--- config.mk ---
export PLATFORM = sky130hd
export DESIGN_NAME = enbm_ctrl
export DESIGN_NICKNAME = d
export VERILOG_FILES = /design/src/enbm_pkg.sv /design/src/enbm_ctrl.sv
export VERILOG_INCLUDE_DIRS = /design/src /design/src/src
export SDC_FILE = /design/constraint.sdc
export NUM_CORES = 1
export LEC_CHECK = 0
export ABC_AREA = 0
export BUFFER_PORTS_ARGS = -buffer_cell sky130_fd_sc_hd__buf_2
export CORE_ASPECT_RATIO = 0.9
export CORE_MARGIN = 3
export CORE_UTILIZATION = 60
export DETAILED_ROUTE_END_ITERATION = 6
export GPL_TIMING_DRIVEN = 0
export HOLD_SLACK_MARGIN = 0.05
export MAX_ROUTING_LAYER = met4
export PLACE_DENSITY = 0.79
export SETUP_SLACK_MARGIN = 0.15
export SYNTH_ARGS = -nofsm -noshare
export SYNTH_HDL_FRONTEND = slang
export SYNTH_SLANG_ARGS = --single-unit
export TNS_END_PERCENT = 20
--- constraint.sdc ---
create_clock -name i_clk -period 9.15 [get_ports i_clk]
set_input_delay 0 -clock i_clk [delete_from_list [all_inputs] [get_ports i_clk]]
set_output_delay 0 -clock i_clk [all_outputs]
set_load 0.01 [all_outputs]
--- src/assert_macros.svh ---
// assertion helpers shared by the rtl
`ifndef ASSERT_MACROS_SVH
`define ASSERT_MACROS_SVH

// same-cycle implication, off while reset is held
`define ASSERT_IMPLY(lbl, clk, rst_n, ante, cons) \
    lbl: assert property (@(posedge clk) disable iff (!rst_n) (ante) |-> (cons)) \
        else $error("assertion failed");

// next-cycle implication, off while reset is held
`define ASSERT_NEXT(lbl, clk, rst_n, ante, cons) \
    lbl: assert property (@(posedge clk) disable iff (!rst_n) (ante) |=> (cons)) \
        else $error("assertion failed");

`endif

--- src/enbm_pkg.sv ---
package enbm_pkg;

    localparam int LABEL_BITS    = 16;
    localparam int DEF_MAX_WIDTH = 1024;
    localparam int CFG_IDX_W     = 2;
    localparam int CFG_DATA_W    = 16;
    localparam int WIDTH_FIELD_W = 11;
    localparam int HEIGHT_W      = 16;
    localparam int MASK_W        = 8;
    localparam int ROW_W         = 2;
    localparam int MIN_DIM       = 2;

    // register indexes
    localparam logic [CFG_IDX_W-1:0] CFG_RASTER_WIDTH  = 2'd0;
    localparam logic [CFG_IDX_W-1:0] CFG_RASTER_HEIGHT = 2'd1;

    // saturating row position codes
    localparam logic [ROW_W-1:0] ROW_FIRST  = 2'd0;
    localparam logic [ROW_W-1:0] ROW_SECOND = 2'd1;
    localparam logic [ROW_W-1:0] ROW_LATER  = 2'd2;

    // neighbour bits of the mask
    localparam logic [MASK_W-1:0] MASK_ALL = 8'd255;
    localparam logic [MASK_W-1:0] MASK_N   = 8'd1;
    localparam logic [MASK_W-1:0] MASK_NW  = 8'd2;
    localparam logic [MASK_W-1:0] MASK_W_  = 8'd4;
    localparam logic [MASK_W-1:0] MASK_SW  = 8'd8;
    localparam logic [MASK_W-1:0] MASK_S   = 8'd16;
    localparam logic [MASK_W-1:0] MASK_SE  = 8'd32;
    localparam logic [MASK_W-1:0] MASK_E   = 8'd64;
    localparam logic [MASK_W-1:0] MASK_NE  = 8'd128;

    typedef struct packed {
        logic signed [LABEL_BITS-1:0] label;
        logic                         is_pad;
    } t_in_word;

    typedef struct packed {
        logic [MASK_W-1:0] border_mask;
        logic              end_of_frame;
    } t_out_word;

    // per-item control from the position counters
    typedef struct packed {
        logic emit;
        logic west_in;
        logic east_in;
        logic north_in;
        logic south_in;
        logic eof;
    } t_ctl;

endpackage

--- src/enbm_ctrl.sv ---
`include "assert_macros.svh"

module enbm_ctrl #(
    parameter int MAX_WIDTH = enbm_pkg::DEF_MAX_WIDTH
) (
    input  logic                           i_clk,
    input  logic                           i_rst_n,
    input  logic                           i_cfg_we,
    input  logic [enbm_pkg::CFG_IDX_W-1:0]  i_cfg_index,
    input  logic [enbm_pkg::CFG_DATA_W-1:0] i_cfg_data,
    input  logic                           i_acc,
    output logic [$clog2(MAX_WIDTH)-1:0]   o_col,
    output enbm_pkg::t_ctl                 o_ctl
);

    import enbm_pkg::*;

    localparam int COL_W  = $clog2(MAX_WIDTH);
    localparam int WCNT_W = $clog2(MAX_WIDTH + 1);
    localparam int PROD_W = WCNT_W + HEIGHT_W;

    logic [WCNT_W-1:0]   r_w, n_w, w_sat;
    logic [HEIGHT_W-1:0] r_h, n_h, h_sat;
    logic [PROD_W-1:0]   r_last, r_slim, prod;
    logic [COL_W-1:0]    r_col, n_col;
    logic [ROW_W-1:0]    r_row, n_row;
    logic [PROD_W-1:0]   r_emit, n_emit;
    logic [WIDTH_FIELD_W-1:0] width_raw;
    logic cfg_hit, col_zero, col_last, have_a, have_b;

    // register write with saturation
    always_comb begin
        width_raw = i_cfg_data[WIDTH_FIELD_W-1:0];
        if (32'(width_raw) < 32'(MIN_DIM)) begin
            w_sat = WCNT_W'(MIN_DIM);
        end else if (32'(width_raw) > 32'(MAX_WIDTH)) begin
            w_sat = WCNT_W'(MAX_WIDTH);
        end else begin
            w_sat = WCNT_W'(width_raw);
        end
        if (32'(i_cfg_data[HEIGHT_W-1:0]) < 32'(MIN_DIM)) begin
            h_sat = HEIGHT_W'(MIN_DIM);
        end else begin
            h_sat = i_cfg_data[HEIGHT_W-1:0];
        end
        n_w     = r_w;
        n_h     = r_h;
        cfg_hit = 1'b0;
        if (i_cfg_we) begin
            case (i_cfg_index)
                CFG_RASTER_WIDTH: begin
                    n_w     = w_sat;
                    cfg_hit = 1'b1;
                end
                CFG_RASTER_HEIGHT: begin
                    n_h     = h_sat;
                    cfg_hit = 1'b1;
                end
                default: begin
                    cfg_hit = 1'b0;
                end
            endcase
        end
        prod = PROD_W'(n_w) * PROD_W'(n_h);
    end

    // flags of the item at the current position
    always_comb begin
        col_zero       = (r_col == '0);
        col_last       = (WCNT_W'(r_col) == r_w - WCNT_W'(1));
        have_a         = col_zero && (r_row == ROW_LATER);
        have_b         = !col_zero && (r_row != ROW_FIRST);
        o_ctl.emit     = have_a || have_b;
        o_ctl.west_in  = have_a || (r_col > COL_W'(1));
        o_ctl.east_in  = have_b;
        o_ctl.north_in = (r_emit >= PROD_W'(r_w));
        o_ctl.south_in = (r_emit < r_slim);
        o_ctl.eof      = (r_emit == r_last);
    end

    always_comb begin
        n_col  = r_col;
        n_row  = r_row;
        n_emit = r_emit;
        if (cfg_hit) begin
            n_col  = '0;
            n_row  = ROW_FIRST;
            n_emit = '0;
        end else if (i_acc) begin
            if (o_ctl.emit && o_ctl.eof) begin
                n_col  = '0;
                n_row  = ROW_FIRST;
                n_emit = '0;
            end else begin
                if (o_ctl.emit) begin
                    n_emit = r_emit + PROD_W'(1);
                end
                if (col_last) begin
                    n_col = '0;
                    if (r_row != ROW_LATER) begin
                        n_row = r_row + ROW_W'(1);
                    end
                end else begin
                    n_col = r_col + COL_W'(1);
                end
            end
        end
    end

    always_ff @(posedge i_clk) begin
        if (!i_rst_n) begin
            r_w    <= WCNT_W'(MIN_DIM);
            r_h    <= HEIGHT_W'(MIN_DIM);
            r_last <= PROD_W'(MIN_DIM * MIN_DIM - 1);
            r_slim <= PROD_W'(MIN_DIM * (MIN_DIM - 1));
            r_col  <= '0;
            r_row  <= ROW_FIRST;
            r_emit <= '0;
        end else begin
            if (cfg_hit) begin
                r_w    <= n_w;
                r_h    <= n_h;
                r_last <= prod - PROD_W'(1);
                r_slim <= prod - PROD_W'(n_w);
            end
            r_col  <= n_col;
            r_row  <= n_row;
            r_emit <= n_emit;
        end
    end

    assign o_col = r_col;

    `ASSERT_NEXT(a_eof_restart, i_clk, i_rst_n, i_acc && !cfg_hit && o_ctl.emit && o_ctl.eof, r_col == '0 && r_emit == '0 && r_row == ROW_FIRST)
    `ASSERT_IMPLY(a_emit_bound, i_clk, i_rst_n, i_acc, r_emit <= r_last)

endmodule

==> flow_summary.toml <==
[worst_setup_path]
critPathMaxStageDelay_ps = 980
cp_max_fo = 10
critPathLaunchType = "primary input"
end_kind = "flip-flop"
cp_slowest_cell = "nor4_1"
cp.arrival_ps = 8940
critPathKind = "in -> reg"
crit_required_ps = 9440
cpLargestDelayFamily = "adder cells"
crit_buf_inv = 8

[run_status]
violations = "design-rule violations"
status = "finished, violations left"

[yosys]
ys_types = 72
async_reset_ff_frac = 0
syn_inst = 1631
synth.area.top_cells = "fa_1, dfxtp_1, ha_1, inv_1, nor2_1"
yosys_warnings = 0
yosys.area.top_type_share = 0.1893
ys_ff_latch = 120
synth_edf_count = 0
yosysSeqAreaShare = 0.1802
avgSynthCellArea_um2 = 8.172
syn_nets = 1899
synth_flop_cell = "dfxtp_1"
netlist_area_mm2 = 0.01333
yosys.area.top_type = "fa_1"

[finish]
antenna_cells = 0
post-route-util = 0.6692
nFillCells = 1781
instances_no_fill = 1994
syn_to_final_growth_pct = 9.257
fin_nets = 1958
drive_above_1_share = 0.07105
final-seq-area_mm2 = 0.002402
multi_input_area_mm2 = 0.009883

[detailed_routing]
drc_errors = 3
vias_per_cell = 5.998
drt_wl_total_um = 37350
avgRoutedWirePerCell_um = 18.73
drt_pass1_iterations = 7
ant_nets = 0
vias = 11960
drt_iter0_drc = 1095

[cts]
post_cts.repair.setup_buffers = 0
clkLatencyLatePin_ps = 430
cts_tree = "yes"
clkTransAtPathRegs_ps = 60
cts_root_buf = "clkbuf_16"
cts_buffers = 17
htreeDepth = 4
cts_max_path_buffers = 2
clock_sinks = 120

[global_routing]
grt_pass1_vias = 11870
antenna_found_initial = 0
gr-total-overflow = 0
grt_pass1_wl_um = 61130
gr-usage-all-layers = 0.3284
grt_max_degree = 17

[place]
io_buffers = 36
placedCellCount = 1958
gp_congestion = 0.9517
place_ws_ps = -423.4
dp_hpwl_um = 29240

[timing]
clock_skew_ps = 14.13
fmax_mhz = 115.6
tightest_slew_ps = 1167
relSlewSlack = 0.2146
report.final.setup_viol = 0
fin_ws_ps = 501.2
fin_crit_sh = 0.9452
rsz0062_at_grt = "no"
finalHoldViolCount = 0
fin_crit_ps = 8649
drv_slew = 0

[floorplanning]
ios = 38
die_h_um = 147.4
die_x_um = 163.1
core-area_mm2 = 0.02176
dieArea_mm2 = 0.02404
rows = 51
initial_core_util = 0.6125

[job]
drv_cap = 0

[power_and_ir_drop]
power_density_mw_per_mm2 = 119.1
finalPower_uw = 1734
p_leak_uw = 0.006535
vdd_drop_max_uv = 131.7

[worst_hold_path]
hp-class = "in -> reg"
## layout by cell type, fill, tap and decap left out, drive strengths merged, types with 21 or more instances in the layout
master and n:
nor4 21, o21ai 66, nor2 200, xor2 62, clkbuf 70, nor3 25
nand2 161, fa 126, dfxtp 120, nand4 25, inv 230, a21oi 81
buf 41, a211oi 42, xnor2 69, ha 120
## cells in the mapped netlist (4+ instances only)
cell and n:
nand3_1 17, o21ai_1 5, mux2i_1 17, clkbuf_1 52
nand2b_1 8, a21oi_1 80, a211o_1 7, a31oi_1 7
and3_1 11, dfxtp_1 120, xor2_1 62, nor2_1 200
and4_1 4, nor4_1 17, nor4_2 4, or3_1 17
nand4_1 25, a22o_1 7, nand2_1 161, o21a_1 8
a211oi_1 41, inv_1 223, ha_1 120, a311oi_1 7
nor2b_1 17, or2_2 8, o211ai_1 12, o21ai_0 60
and2_1 9, nor3b_1 5, mux2_2 16, fa_1 126
a21o_1 14, nor3_1 22, xnor2_1 69
## layout make-up
type,count,share of cell area
Timing Repair Buffer,40,0.01512
Tap cell,291,0.02500
Clock buffer,18,0.02947
Clock inverter,14,0.01272
Inverter,226,0.05860
Multi-Input combinational cell,1228,0.6787
Sequential cell,120,0.1650
Buffer,57,0.01538
## path summary, 6_finish.rpt
path                  start    endpoint  slack [ps]  cells after the start
max          i_cfg_data[11]  r_slim[26]         500                     29
min reg2reg       r_slim[3]   r_slim[3]         450                      2
max reg2reg          r_w[7]  r_slim[26]        1070                     25
min           i_cfg_data[5]      r_h[5]          30                      3
## tightest hold or removal path: cells and delay by family
kind / cells / cell delay (ps)
buffers and inverters: 1 / 120
muxes: 1 / 180
and+or+nand+nor: 1 / 120
## state kept, by name, indices dropped and copies added, names as in the netlist
register / cells
r_w: 11
r_emit: 27
r_row: 2
o_col: 10
r_last: 27
r_h: 16
r_slim: 27
## through the flow
| stage | hold slack (ps) | TNS, ps | cell area, um2 |
|---|---|---|---|
| after detailed placement | 394.4 | -976.0 | 13870 |
| after floorplan | 202.4 | 0 | 13330 |
| after CTS | 57.04 | 0 | 14530 |
| final | 32.74 | 0 | 14560 |
| after global placement | 382.3 | -902.9 | 13870 |
| after global routing | 50.83 | 0 | 14560 |
## timing repair
action / CTS / global route
resized for setup: 1 / 17
setup endpoints to repair: 2 / 18
hold buffers: 4 / 0
endpoints found under the hold margin: 8 / 0
## layer usage
| metal | part of all wire | up-vias | wire [um] | track usage |
|---|---|---|---|---|
| met5 | 0 | - | 0 | - |
| met4 | 0.031 | 0 | 1162 | 0.09979 |
| met3 | 0.097 | 117 | 3604 | 0.07509 |
| met2 | 0.45 | 590 | 16960 | 0.5094 |
| met1 | 0.42 | 5711 | 15620 | 0.4323 |
| li1 | - | 5543 | - | - |
## cell families after synthesis
group | synth area share
and+or+nand+nor | 0.1940
buffers and inverters | 0.08008
AOI/OAI and AO/OA | 0.1296
adders and majority gates | 0.3019
xor gates and xnor gates | 0.08778
DFF | 0.1802
muxes | 0.02629
## power by group
| group | total, uW | internal [uW] | switching [uW] |
|---|---|---|---|
| sequential | 564 | 546 | 17.9 |
| clock | 725 | 436 | 289 |
| combinational | 445 | 164 | 282 |
| total | 1730 | 1150 | 588 |
Power figures use the tool's default switching activity.
