## config.mk

```make
export PLATFORM = sky130hd
export DESIGN_NAME = enbm_window
export DESIGN_NICKNAME = d
export VERILOG_FILES = /design/src/assert_macros.svh /design/src/enbm_pkg.sv /design/src/enbm_window.sv
export SDC_FILE = /design/constraint.sdc
export NUM_CORES = 1
export LEC_CHECK = 0
export ABC_AREA = 1
export ABC_CLOCK_PERIOD_IN_PS = 5400
export BUFFER_PORTS_ARGS = -buffer_cell sky130_fd_sc_hd__buf_4
export CAP_MARGIN = 10
export CORE_UTILIZATION = 60
export CTS_BUF_LIST = sky130_fd_sc_hd__clkbuf_16
export CTS_CLUSTER_DIAMETER = 60
export DETAILED_ROUTE_END_ITERATION = 10
export PLACE_DENSITY = 0.89
export SKIP_CTS_REPAIR_TIMING = 1
export SYNTH_ARGS = -nofsm -noshare
export SYNTH_HDL_FRONTEND = slang
export SYNTH_SLANG_ARGS = --single-unit
```

## constraint.sdc

```tcl
create_clock -name i_clk -period 5.4 [get_ports i_clk]
set_input_delay 1.35 -clock i_clk [delete_from_list [all_inputs] [get_ports i_clk]]
set_output_delay 1.35 -clock i_clk [all_outputs]
set_load 0.1 [all_outputs]
```

## src/assert_macros.svh

```systemverilog
// assertion helpers shared by the rtl
`ifndef ASSERT_MACROS_SVH
`define ASSERT_MACROS_SVH

// same-cycle implication, off while reset is held
`define ASSERT_IMPLY(lbl, clk, rst_n, ante, cons) \
    lbl: assert property (@(posedge clk) disable iff (!rst_n) (ante) |-> (cons)) \
        else $error("assertion failed");

// next-cycle implication, off while reset is held
`define ASSERT_NEXT(lbl, clk, rst_n, ante, cons) \
    lbl: assert property (@(posedge clk) disable iff (!rst_n) (ante) |=> (cons)) \
        else $error("assertion failed");

`endif

```

## src/enbm_pkg.sv

```systemverilog
package enbm_pkg;

    localparam int LABEL_BITS    = 16;
    localparam int DEF_MAX_WIDTH = 1024;
    localparam int CFG_IDX_W     = 2;
    localparam int CFG_DATA_W    = 16;
    localparam int WIDTH_FIELD_W = 11;
    localparam int HEIGHT_W      = 16;
    localparam int MASK_W        = 8;
    localparam int ROW_W         = 2;
    localparam int MIN_DIM       = 2;

    // register indexes
    localparam logic [CFG_IDX_W-1:0] CFG_RASTER_WIDTH  = 2'd0;
    localparam logic [CFG_IDX_W-1:0] CFG_RASTER_HEIGHT = 2'd1;

    // saturating row position codes
    localparam logic [ROW_W-1:0] ROW_FIRST  = 2'd0;
    localparam logic [ROW_W-1:0] ROW_SECOND = 2'd1;
    localparam logic [ROW_W-1:0] ROW_LATER  = 2'd2;

    // neighbour bits of the mask
    localparam logic [MASK_W-1:0] MASK_ALL = 8'd255;
    localparam logic [MASK_W-1:0] MASK_N   = 8'd1;
    localparam logic [MASK_W-1:0] MASK_NW  = 8'd2;
    localparam logic [MASK_W-1:0] MASK_W_  = 8'd4;
    localparam logic [MASK_W-1:0] MASK_SW  = 8'd8;
    localparam logic [MASK_W-1:0] MASK_S   = 8'd16;
    localparam logic [MASK_W-1:0] MASK_SE  = 8'd32;
    localparam logic [MASK_W-1:0] MASK_E   = 8'd64;
    localparam logic [MASK_W-1:0] MASK_NE  = 8'd128;

    typedef struct packed {
        logic signed [LABEL_BITS-1:0] label;
        logic                         is_pad;
    } t_in_word;

    typedef struct packed {
        logic [MASK_W-1:0] border_mask;
        logic              end_of_frame;
    } t_out_word;

    // per-item control from the position counters
    typedef struct packed {
        logic emit;
        logic west_in;
        logic east_in;
        logic north_in;
        logic south_in;
        logic eof;
    } t_ctl;

endpackage

```

## src/enbm_window.sv

```systemverilog
module enbm_window (
    input  logic                           i_clk,
    input  logic                           i_rst_n,
    input  logic                           i_adv,
    input  enbm_pkg::t_ctl                 i_ctl,
    input  logic [enbm_pkg::LABEL_BITS-1:0] i_top,
    input  logic [enbm_pkg::LABEL_BITS-1:0] i_mid,
    input  logic [enbm_pkg::LABEL_BITS-1:0] i_lab,
    output logic [enbm_pkg::MASK_W-1:0]     o_mask
);

    import enbm_pkg::*;

    // rows north, centre, south; columns west, centre
    logic [LABEL_BITS-1:0] r_win [3][2];
    logic [LABEL_BITS-1:0] ctr;
    logic [MASK_W-1:0]     same;

    always_comb begin
        ctr  = r_win[1][1];
        same = '0;
        if (i_ctl.north_in && r_win[0][1] == ctr) same = same | MASK_N;
        if (i_ctl.south_in && r_win[2][1] == ctr) same = same | MASK_S;
        if (i_ctl.west_in) begin
            if (r_win[1][0] == ctr)                    same = same | MASK_W_;
            if (i_ctl.north_in && r_win[0][0] == ctr) same = same | MASK_NW;
            if (i_ctl.south_in && r_win[2][0] == ctr) same = same | MASK_SW;
        end
        if (i_ctl.east_in) begin
            if (i_mid == ctr)                    same = same | MASK_E;
            if (i_ctl.north_in && i_top == ctr) same = same | MASK_NE;
            if (i_ctl.south_in && i_lab == ctr) same = same | MASK_SE;
        end
        o_mask = MASK_ALL & ~same;
    end

    always_ff @(posedge i_clk) begin
        if (!i_rst_n) begin
            for (int r = 0; r < 3; r++) begin
                r_win[r][0] <= '0;
                r_win[r][1] <= '0;
            end
        end else if (i_adv) begin
            for (int r = 0; r < 3; r++) begin
                r_win[r][0] <= r_win[r][1];
            end
            r_win[0][1] <= i_top;
            r_win[1][1] <= i_mid;
            r_win[2][1] <= i_lab;
        end
    end

endmodule

```

==> results of run 1 <==
[kinds of logic after synthesis]
kind of cell | Yosys count | synth area share
xor+xnor | 15 | 0.0230
simple gates | 510 | 0.339
flops | 96 | 0.504
compound gates | 18 | 0.0193
buf+inv | 160 | 0.114
[worst min path at each step]
stage / slack [ps] / startpoint / to
2_1_floorplan: 540 / r_win[0][7] / r_win[0][23]
3_3_place_gp: 560 / r_win[0][64] / r_win[0][80]
3_5_place_dp: 580 / r_win[0][6] / r_win[0][22]
4_1_cts: 590 / r_win[0][1] / r_win[0][17]
5_1_grt: 610 / r_win[0][67] / r_win[0][83]
6_report: 600 / r_win[0][1] / r_win[0][17]
[placed cells by master, fill, tap and decap left out]
master and instances:
xnor2_1 5, o211ai_1 8, buf_4 63, inv_1 124, nand4_1 2, nor2_2 2, clkinvlp_4 1, o21ai_0 7
edfxtp_1 96, nor2_1 164, nand3_1 9, nand2_4 2, inv_2 10, inv_6 2, o21ai_1 1, nor3_1 2
nand2_1 329, a21oi_1 2, clkbuf_16 9, bufinv_16 3, xor2_1 10
[area by class of cell]
type                       instances  area, um2  share of cell area
tap                              129        161              0.0246
multi-input combinational        543       2190               0.335
sequential                        96       2880               0.440
inverter                         134        503              0.0767
clock inverter                     6        115              0.0176
timing repair buffer              63        473              0.0722
clock buffer                       9        225              0.0344
[worst min-delay path: cells and delay by family, from the launching register on]
kind	cells	cell delay [ps]
buffers and inverters	1	60
AND/OR/NAND/NOR	1	90
flip-flops	1	350
[power by group through the flow]
stage	Combinational (W)	Clock [W]	Sequential (W)
2_1_floorplan	0.000222	0	0.000915
3_3_place_gp	0.000281	0	0.000944
3_5_place_dp	0.000290	0	0.000948
4_1_cts	0.000293	0.000742	0.000932
5_1_grt	0.000335	0.000771	0.000940
6_report	0.000295	0.000739	0.000934
[layer usage]
metal | vias to the layer above | GRT usage | routed length, um
li1 | 2479 | - | -
met1 | 2313 | 0.382 | 5350
met2 | 277 | 0.514 | 6910
met3 | 45 | 0.0506 | 1430
met4 | 0 | 0.180 | 617
met5 | - | 0 | 0
[metrics by stage]
stage                util  worst slack, ps  hold WS (ps)  total power [W]
global placement    0.673             1740           558          0.00123
finish              0.709             1690           598          0.00197
floorplan               -             1530           542          0.00114
detailed placement  0.673             1730           580          0.00124
global route        0.709             1670           613          0.00205
CTS                 0.709             1730           593          0.00197
==> metrics.md, run 1 <==
| Metric | Value |
|---|---|
| Distinct cells, synth | 20 |
| Slew Limit Fails | 0 |
| Vias in the first global route | 4867 |
| Largest registers | r_win (96) |
| Die height | 99.6 um |
| Static Leakage | 3.33 nW |
| Layout area overhead | 14.7% |
| Path type of the worst setup path | in -> out |
| Clock power share | 0.376 |
| Most common cell in the netlist | nand2_1 |
| CORE AREA | 0.00924 mm2 |
| Setup Skew | 8.55 ps |
| Layout cell share with drive strength beyond 1 | 0.108 |
| Io pins | 65 |
| Largest Register | r_win |
| Worst stage delay on the critical path | 300 ps |
| Max-Cap Viols | 0 |
| Antenna viol nets, final | 0 |
| CTS max path bufs | 2 |
| Top cells by area, synth | edfxtp_1 (50%), nand2_1 (22%), nor2_1 (11%) |
| Post-synth top area share | 0.504 |
| Design area | 0.00656 mm2 |
| Detailed Route WL | 14300 um |
| Antenna Cells | 0 |
| Max Freq | roughly 270 MHz |
| Synth warnings | 0 |
| HPWL Detailed | 10200 um |
| Vias | 5114 |
| RR Startpoint | r_win[0][39] |
| CP Launch Type | input port |
| Port Buf Inserts | 62 |
| Status | finished, final reports clean |
| Worst Path Buf+Inv | 3 |
| Dpl cell area | ~0.0062 mm2 |
| Post-synth EDFFs | 96 |
| Final Hold Viols | 0 |
| RSZ-0062 raised after global routing | no |
| CP Capture Type | primary output |
| Cells after synthesis | approximately 800 |
| Placer congestion estimate | 0.854 |
| Hold depth | 2 |
| Critical path cell sequence | buf_4, inv_1, nand2_1, nand2_1, nor2_1, nand2_1, nor2_1, nand3_1, buf_4 |
| Least-Margin Pin Slew | 1050 ps |
| Post-Syn Area | 0.00571 mm2 |
| Post-synthesis sequential area ratio | 0.504 |
| Max rail drop VDD | 0.000176 V |
| Data required, critical path | 4050 ps |
| Clock sink count | 96 |
| DRT iter0 DRCs | 514 |
| Avg Vias per Cell | 5.22 |
| Tightest Hold Check Type | reg -> reg |
| Minimum clock period | 3710 ps |
| Fin Setup TNS | 0 ps |
| Cell family with most CP delay | simple AND/OR/NAND/NOR gates |
| Pwr Density | approximately 300 mW/mm2 |
| CP Capture Point | o_mask[6] |
| Die area | slightly below 0.01 mm2 |
| Ys flop type | edfxtp_1 |
| DRT Pass-1 Iters | 5 |
| Critical path arrival | 2360 ps |
| Post-synthesis async set-or-reset flop share | 0 |
| Sw frac | 0.268 |
| Crit path max fanout | 3 |
| Reg2reg path depth | 2 |
| Syn_nets | 856 |
| Finish-stage setup viols | 0 |
| Clk root buf | clkbuf_16 |
| CP max-delay cell | buf_4 |
| # rows | 35 |
| Clk Latency, worst-skew pair | 350 ps |
| Fillcell total | 747 |
| CP Depth | 9 |
| DR DRC count | 0 |
| Syn_area_per_cell | between 7 and 8 um2 |
| Seq cells post-synth | 96 |
| Num CTS Buffers | 9 |
| Die width | 99.6 um |
| Gate power share | 0.150 |
| Sw Pwr | 0.000527 W |
| Sequential power share | 0.475 |
| Most frequent cells after synthesis | nand2_1 (331), nor2_1 (164), inv_1 (124) |
| Nets | 904 |
| Clk slew on worst S/H paths | 70 ps |
| Reg-to-reg setup timing slack | 4110 ps |
| Antenna violations before repair | 0 |
| Max reg flops | 96 |
| Initial Util | 0.618 |
| Top cell by count, worst path | nand2_1 |
| Largest net degree at the start of global routing | 97 |
| Critical Path Start | i_mid[3] |
| GRT Overall Usage | 0.308 |
| Global-route wire length before repair | 22500 um |
| CTS tree | built |
| Pint | 0.00144 W |
| Post-synthesis cell type with the largest combined area | edfxtp_1 |
| Dpl cells | between 900 and 1000 |
| Non-Filler Instances | 980 |
| Final Cycle Share | 0.686 |
| Worst slew margin | 0.298 |
| Total gr overflow | 0 |
| WL/cell | 14.6 um |
| H-tree depth | 3 |
| Reg2Reg Capture Point | r_win[0][55] |
(Power assumes the default switching activity.)
==> run 2: changes to the inputs <==
Settings changed: ABC_CLOCK_PERIOD_IN_PS 5400 to 3700, CORE_UTILIZATION 60 to 59, PLACE_DENSITY 0.89 to 0.87.
Clock period 5.4 ns to 3.7 ns, I/O delays scaled along.
==> run 2 against run 1 <==
  * First-iteration DRC count grew 1.2%
  * Critical path type is now reg -> out
  * Largest power group unchanged
  * Register-to-register slack lost 1800 ps
  * Clock skew shrank 1.8 ps
==> metrics.md, run 2 (synthesized netlist as in run 1, its figures left out) <==
| Metric | Value |
|---|---|
| Status | finished, final reports clean |
| Max Freq | 316 MHz |
| HPWL Detailed | 10700 um (+4.6%) |
| Antenna viol nets, final | 0 (unchanged) |
| H-tree depth | 3 (unchanged) |
| Die height | 100 um (+0.83%) |
| Data required, critical path | 2770 ps (-1280 ps) |
| Top cell by count, worst path | nand2_1 |
| Tightest Hold Check Type | reg -> reg |
| Final Cycle Share | 0.854 |
| Port Buf Inserts | 62 (unchanged) |
| Finish-stage setup viols | 0 (unchanged) |
| Critical path cell sequence | inv_1, nand2_1, nand2_1, nor2_1, nand2_1, nor2_1, nand3_1, buf_4 |
| Fillcell total | 744 (-0.40%) |
| Worst slew margin | 0.299 (+0.00160) |
| Max-Cap Viols | 0 (unchanged) |
| Clk Latency, worst-skew pair | 340 ps (about the same) |
| Reg2reg path depth | 2 (unchanged) |
| Non-Filler Instances | 981 (+0.10%) |
| Most common cell after layout, fill and taps aside | nand2_1 |
| Largest net degree at the start of global routing | 97 (unchanged) |
| Slew Limit Fails | 0 (unchanged) |
| Avg Vias per Cell | 5.33 (+2.1%) |
| CORE AREA | 0.00933 mm2 (+0.95%) |
| Minimum clock period | 3160 ps |
| DRT Pass-1 Iters | 6 (+1) |
| Detailed Route WL | 14700 um (+2.9%) |
| Total power | 0.00274 W (+39%) |
| Antenna violations before repair | 0 (unchanged) |
| Reg-to-reg setup timing slack | 2350 ps (-1760 ps) |
| Static Leakage | 3.31 nW (-0.40%) |
| CP Launch Type | flop |
| Vias in the first global route | 5084 (+4.5%) |
| Final Hold Viols | 0 (unchanged) |
| Critical Path Start | r_win[0][34] |
| Most frequent cells in the layout | nand2_1 (329), nor2_1 (164), inv_1 (125) |
| Clk slew on worst S/H paths | 70 ps (about the same) |
| Placer congestion estimate | 0.940 (+10%) |
| RSZ-0062 raised after global routing | no |
| Setup Skew | 6.75 ps (-1.79 ps) |
| Die area | 0.0101 mm2 (+1.7%) |
| Num CTS Buffers | 9 (unchanged) |
| Reg2Reg Capture Point | r_win[0][50] |
| Max rail drop VDD | 0.000220 V (+25%) |
| CP max-delay cell | edfxtp_1 |
| Global-route wire length before repair | 23300 um (+3.3%) |
| Final design utilization | 0.699 (-0.0100) |
| Least-Margin Pin Slew | 1050 ps (-2.41 ps) |
| CTS tree | built |
| Fin Setup TNS | 0 ps (unchanged) |
| Vias | 5227 (+2.2%) |
| Multi-input gate area | 0.00219 mm2 (unchanged) |
| Critical path arrival | 2240 ps (-120 ps) |
| Layout area overhead | 14.2% |
| Pwr Density | 420 mW/mm2 (+40%) |
| CTS max path bufs | 2 (unchanged) |
| Nets | 904 (unchanged) |
| Crit path max fanout | 10 (+7) |
| Io pins | 65 (unchanged) |
| DR DRC count | 0 (unchanged) |
| GRT Overall Usage | 0.308 (about the same) |
| Largest Register | r_win |
| Largest registers | r_win (96) |
| Antenna Cells | 0 (unchanged) |
| RR Startpoint | r_win[0][34] |
| WL/cell | 15.0 um (+2.8%) |
| Die width | 100 um (+0.83%) |
| DRT iter0 DRCs | 520 (+1.2%) |
| Worst stage delay on the critical path | 680 ps (+380 ps) |
| FF/Latch Area | 0.00288 mm2 (unchanged) |
| Initial Util | 0.613 (-0.00581) |
| Clock sink count | 96 (unchanged) |
| # rows | 35 (unchanged) |
| Dpl cells | 965 (unchanged) |
| Max reg flops | 96 (unchanged) |
| CP Capture Type | primary output |
| Layout cell share with drive strength beyond 1 | 0.108 (-0.000127) |
| Clk root buf | clkbuf_16 |
| CP Capture Point | o_mask[0] |
| Path type of the worst setup path | reg -> out |
| Total gr overflow | 0 (unchanged) |
## run 2: cell count changes in the layout (fill, tap and decap cells not counted)
cell	change
buf_12	+1
buf_4	-1
bufinv_16	-2
clkinv_2	+1
clkinvlp_4	+1
inv_1	+1
## run 2: final cells by class
class                   instances  area share
repair buffers                 63      0.0744
inverters                     134      0.0771
multi-input cells             543       0.336
flip-flops and latches         96       0.442
well taps                     129      0.0247
clock inverters                 7      0.0109
clock buffers                   9      0.0345
## run 2: where the power goes
part           switching, W  internal (W)
Sequential        0.0000808       0.00128
Clock              0.000414      0.000526
Combinational      0.000279      0.000159
## run 2: how the worst min path moves through the flow
| stage | from | end | slack (ps) | cells after the start |
|---|---|---|---|---|
| after global routing | r_win[0][74] | r_win[0][90] | 620 | 2 |
| after global placement | r_win[0][64] | r_win[0][80] | 560 | 2 |
| final | r_win[0][7] | r_win[0][23] | 600 | 2 |
| after CTS | r_win[0][74] | r_win[0][90] | 590 | 2 |
| after detailed placement | r_win[0][73] | r_win[0][89] | 580 | 2 |
| after floorplan | r_win[0][7] | r_win[0][23] | 540 | 2 |
## run 2: stage by stage
step           cell area (um2)  hold slack (ps)  setup slack (ps)
6_report                  6520              597               539
5_1_grt                   6520              624               450
4_1_cts                   6520              591               634
3_5_place_dp              6230              578               923
3_3_place_gp              6230              558               893
2_1_floorplan             5710              542               259
## run 2: routing by layer
metal	up-vias	routed length, um	part of all wire	GRT usage
met5	-	0	0	0
li1	2487	-	-	-
met2	298	7270	0.49	0.534
met1	2393	5550	0.38	0.379
met4	0	617	0.042	0.161
met3	49	1290	0.088	0.0390
## run 2: worst max-delay path: cells and delay by family, from the launching register on
| family | cells | cell delay [ps] |
|---|---|---|
| buffers and inverters | 2 | 540 |
| AND/OR/NAND/NOR | 6 | 660 |
| flip-flops | 1 | 680 |
==> run 3: changes to the inputs <==
Settings changed: BUFFER_PORTS_ARGS -buffer_cell sky130_fd_sc_hd__buf_4 to default, CORE_UTILIZATION 59 to 60, DONT_BUFFER_PORTS from default to 1, GPL_TIMING_DRIVEN from default to 0, PLACE_DENSITY 0.87 to 0.83.
==> run 3 against run 2 <==
  * Die area is 1.6% lower
  * Cell area shrank 4.8%
  * Register-to-register slack better by 180 ps
  * Wire length up 4.5%
  * Critical path type unchanged
==> metrics.md, run 3 (synthesized netlist as in run 1, its figures left out) <==
| Metric | Value |
|---|---|
| Largest registers | r_win (96) |
| Status | finished, final reports clean |
| Placer congestion estimate | 0.978 (+4.0%) |
| Dpl cell area | 0.00591 mm2 (-5.1%) |
| Global-route wire length before repair | 23700 um (+1.7%) |
| GR Layer Usage met1 | 0.383 (+0.00464) |
| Most frequent cells in the layout | nand2_1 (330), nor2_1 (164), inv_1 (125) |
| Finish-stage setup viols | 0 (unchanged) |
| Worst slew margin | 0.278 (-0.0214) |
| Antenna viol nets, final | 0 (unchanged) |
| Path type of the worst setup path | reg -> out |
| Sw Pwr | 0.000751 W (-3.0%) |
| Total gr overflow | 0 (unchanged) |
| Reg2reg path depth | 3 (+1) |
| Nets | 868 (-4.0%) |
| CORE AREA | 0.00924 mm2 (-0.94%) |
| Vias | 5077 (-2.9%) |
| # rows | 35 (unchanged) |
| GR peak layer | met2 |
| Largest net degree at the start of global routing | 56 (-42%) |
| Clk root buf | clkbuf_16 |
| Fillcell total | 752 (+1.1%) |
| Top cell by count, worst path | nand2_1 |
| CP Capture Type | primary output |
| H-tree depth | 3 (unchanged) |
| CTS tree | built |
| FF/Latch Area | 0.00288 mm2 (unchanged) |
| Io pins | 65 (unchanged) |
| Met2 Use GR | 0.563 (+0.0288) |
| CP max-delay cell | nand3_1 |
| Clock sink count | 96 (unchanged) |
| Layout area overhead | 8.71% |
| Vias in the first global route | 4790 (-5.8%) |
| Die width | 99.6 um (-0.82%) |
| Pint | 0.00200 W (+1.8%) |
| Sequential power share | 0.479 (-0.018) |
| Least-Margin Pin Slew | 1080 ps (+29.0 ps) |
| Critical Path Start | r_win[0][42] |
| Setup Skew | 7.30 ps (+0.547 ps) |
| Critical path arrival | 2360 ps (+120 ps) |
| Slew Limit Fails | 0 (unchanged) |
| Clk Latency, worst-skew pair | 350 ps (about the same) |
| Hold Crit Start | r_win[0][12] |
| Max rail drop VDD | 0.000242 V (+10%) |
| DRT iter0 DRCs | 528 (+1.5%) |
| Antenna Cells | 0 (unchanged) |
| GRT Overall Usage | 0.327 (+0.0184) |
| Tightest Hold Check Type | reg -> reg |
| Most common cell after layout, fill and taps aside | nand2_1 |
| Design area | 0.00621 mm2 (-4.8%) |
| DR DRC count | 0 (unchanged) |
| Met3 Resource Use GR | 0.0829 (+0.0439) |
| RSZ-0062 raised after global routing | no |
| Sw frac | 0.273 (-0.00960) |
| Die height | 99.6 um (-0.82%) |
| Initial Util | 0.618 (+0.00581) |
| Clock power share | 0.356 (+0.013) |
| DRT Pass-1 Iters | 8 (+2) |
| Max reg flops | 96 (unchanged) |
| Avg Vias per Cell | 5.38 (+0.94%) |
| Max Freq | 304 MHz (-3.8%) |
| Multi-input gate area | 0.00219 mm2 (-0.34%) |
| Reg-to-reg setup timing slack | 2530 ps (+180 ps) |
| CTS max path bufs | 2 (unchanged) |
| CP Launch Type | flop |
| Gate power share | 0.165 (+0.005) |
| Crit path max fanout | 9 (-1) |
| Max-Cap Viols | 0 (unchanged) |
| Antenna violations before repair | 0 (unchanged) |
| Hold depth | 2 (unchanged) |
| Layout cell share with drive strength beyond 1 | 0.0577 (-0.0503) |
| Data required, critical path | 2770 ps (about the same) |
| Num CTS Buffers | 9 (unchanged) |
| WL/cell | 16.3 um (+8.6%) |
| Final Hold Viols | 0 (unchanged) |
| Critical path cell sequence | buf_4, inv_1, nand2_1, nand2_1, nor2_1, nand2_1, nor2_1, nand3_1 |
| Dpl ws | 516 ps (-407 ps) |
| Minimum clock period | 3290 ps (+126 ps) |
| Final Cycle Share | 0.888 (+0.0341) |
| Static Leakage | 3.13 nW (-5.6%) |
| Worst stage delay on the critical path | 790 ps (+110 ps) |
| Die area | 0.00992 mm2 (-1.6%) |
| Pwr Density | 443 mW/mm2 (+5.5%) |
| Post-route worst setup slack | 413 ps (-126 ps) |
| RR Startpoint | r_win[0][42] |
| Port Buf Inserts | 0 (-100%) |
| HPWL Detailed | 11300 um (+6.0%) |
| Detailed Route WL | 15400 um (+4.5%) |
| Largest Register | r_win |
| Clk slew on worst S/H paths | 60 ps (about the same) |
run 3: through the flow:
| stage | hold slack [ps] | cells | power (W) | setup TNS, ps | utilization |
|---|---|---|---|---|---|
| 6_report | 595 | 944 | 0.00275 | 0 | 0.672 |
| 5_1_grt | 622 | 944 | 0.00285 | 0 | 0.672 |
| 4_1_cts | 589 | 944 | 0.00273 | 0 | 0.672 |
| 3_5_place_dp | 569 | 929 | 0.00178 | 0 | 0.640 |
| 3_3_place_gp | 560 | 928 | 0.00176 | -53490 | 0.636 |
| 2_1_floorplan | 542 | 799 | 0.00166 | 0 | - |
run 3: worst paths after layout:
| check | to |
|---|---|
| worst max-delay path | o_mask[6] |
| worst min-delay path | r_win[0][28] |
| worst max register to register | r_win[0][58] |
| worst min register to register | r_win[0][28] |
run 3: cell type report:
class                   instances  share of cell area
clock inverters                 6              0.0123
inverters                     134              0.0810
repair buffers                  1             0.00443
plain buffers                  26              0.0240
well taps                     129              0.0260
multi-input cells             543               0.352
flip-flops and latches         96               0.464
clock buffers                   9              0.0363
run 3: critical path: cells and delay by family, from the launching register on:
kind | cells | cell delay (ps)
and+or+nand+nor | 6 | 1290
buffers and inverters | 2 | 390
DFF | 1 | 320
run 3: power groups by stage:
stage / clock, W / combinational (W) / sequential (W)
floorplan: 0 / 0.000323 / 0.00133
global placement: 0 / 0.000417 / 0.00134
detailed placement: 0 / 0.000440 / 0.00134
CTS: 0.000971 / 0.000446 / 0.00132
global route: 0.00102 / 0.000503 / 0.00133
finish: 0.000981 / 0.000454 / 0.00132
run 3: routing by layer:
layer | wire [um] | share of wire
met5 | 0 | 0
met4 | 703 | 0.046
met3 | 1450 | 0.094
met2 | 7550 | 0.49
met1 | 5680 | 0.37
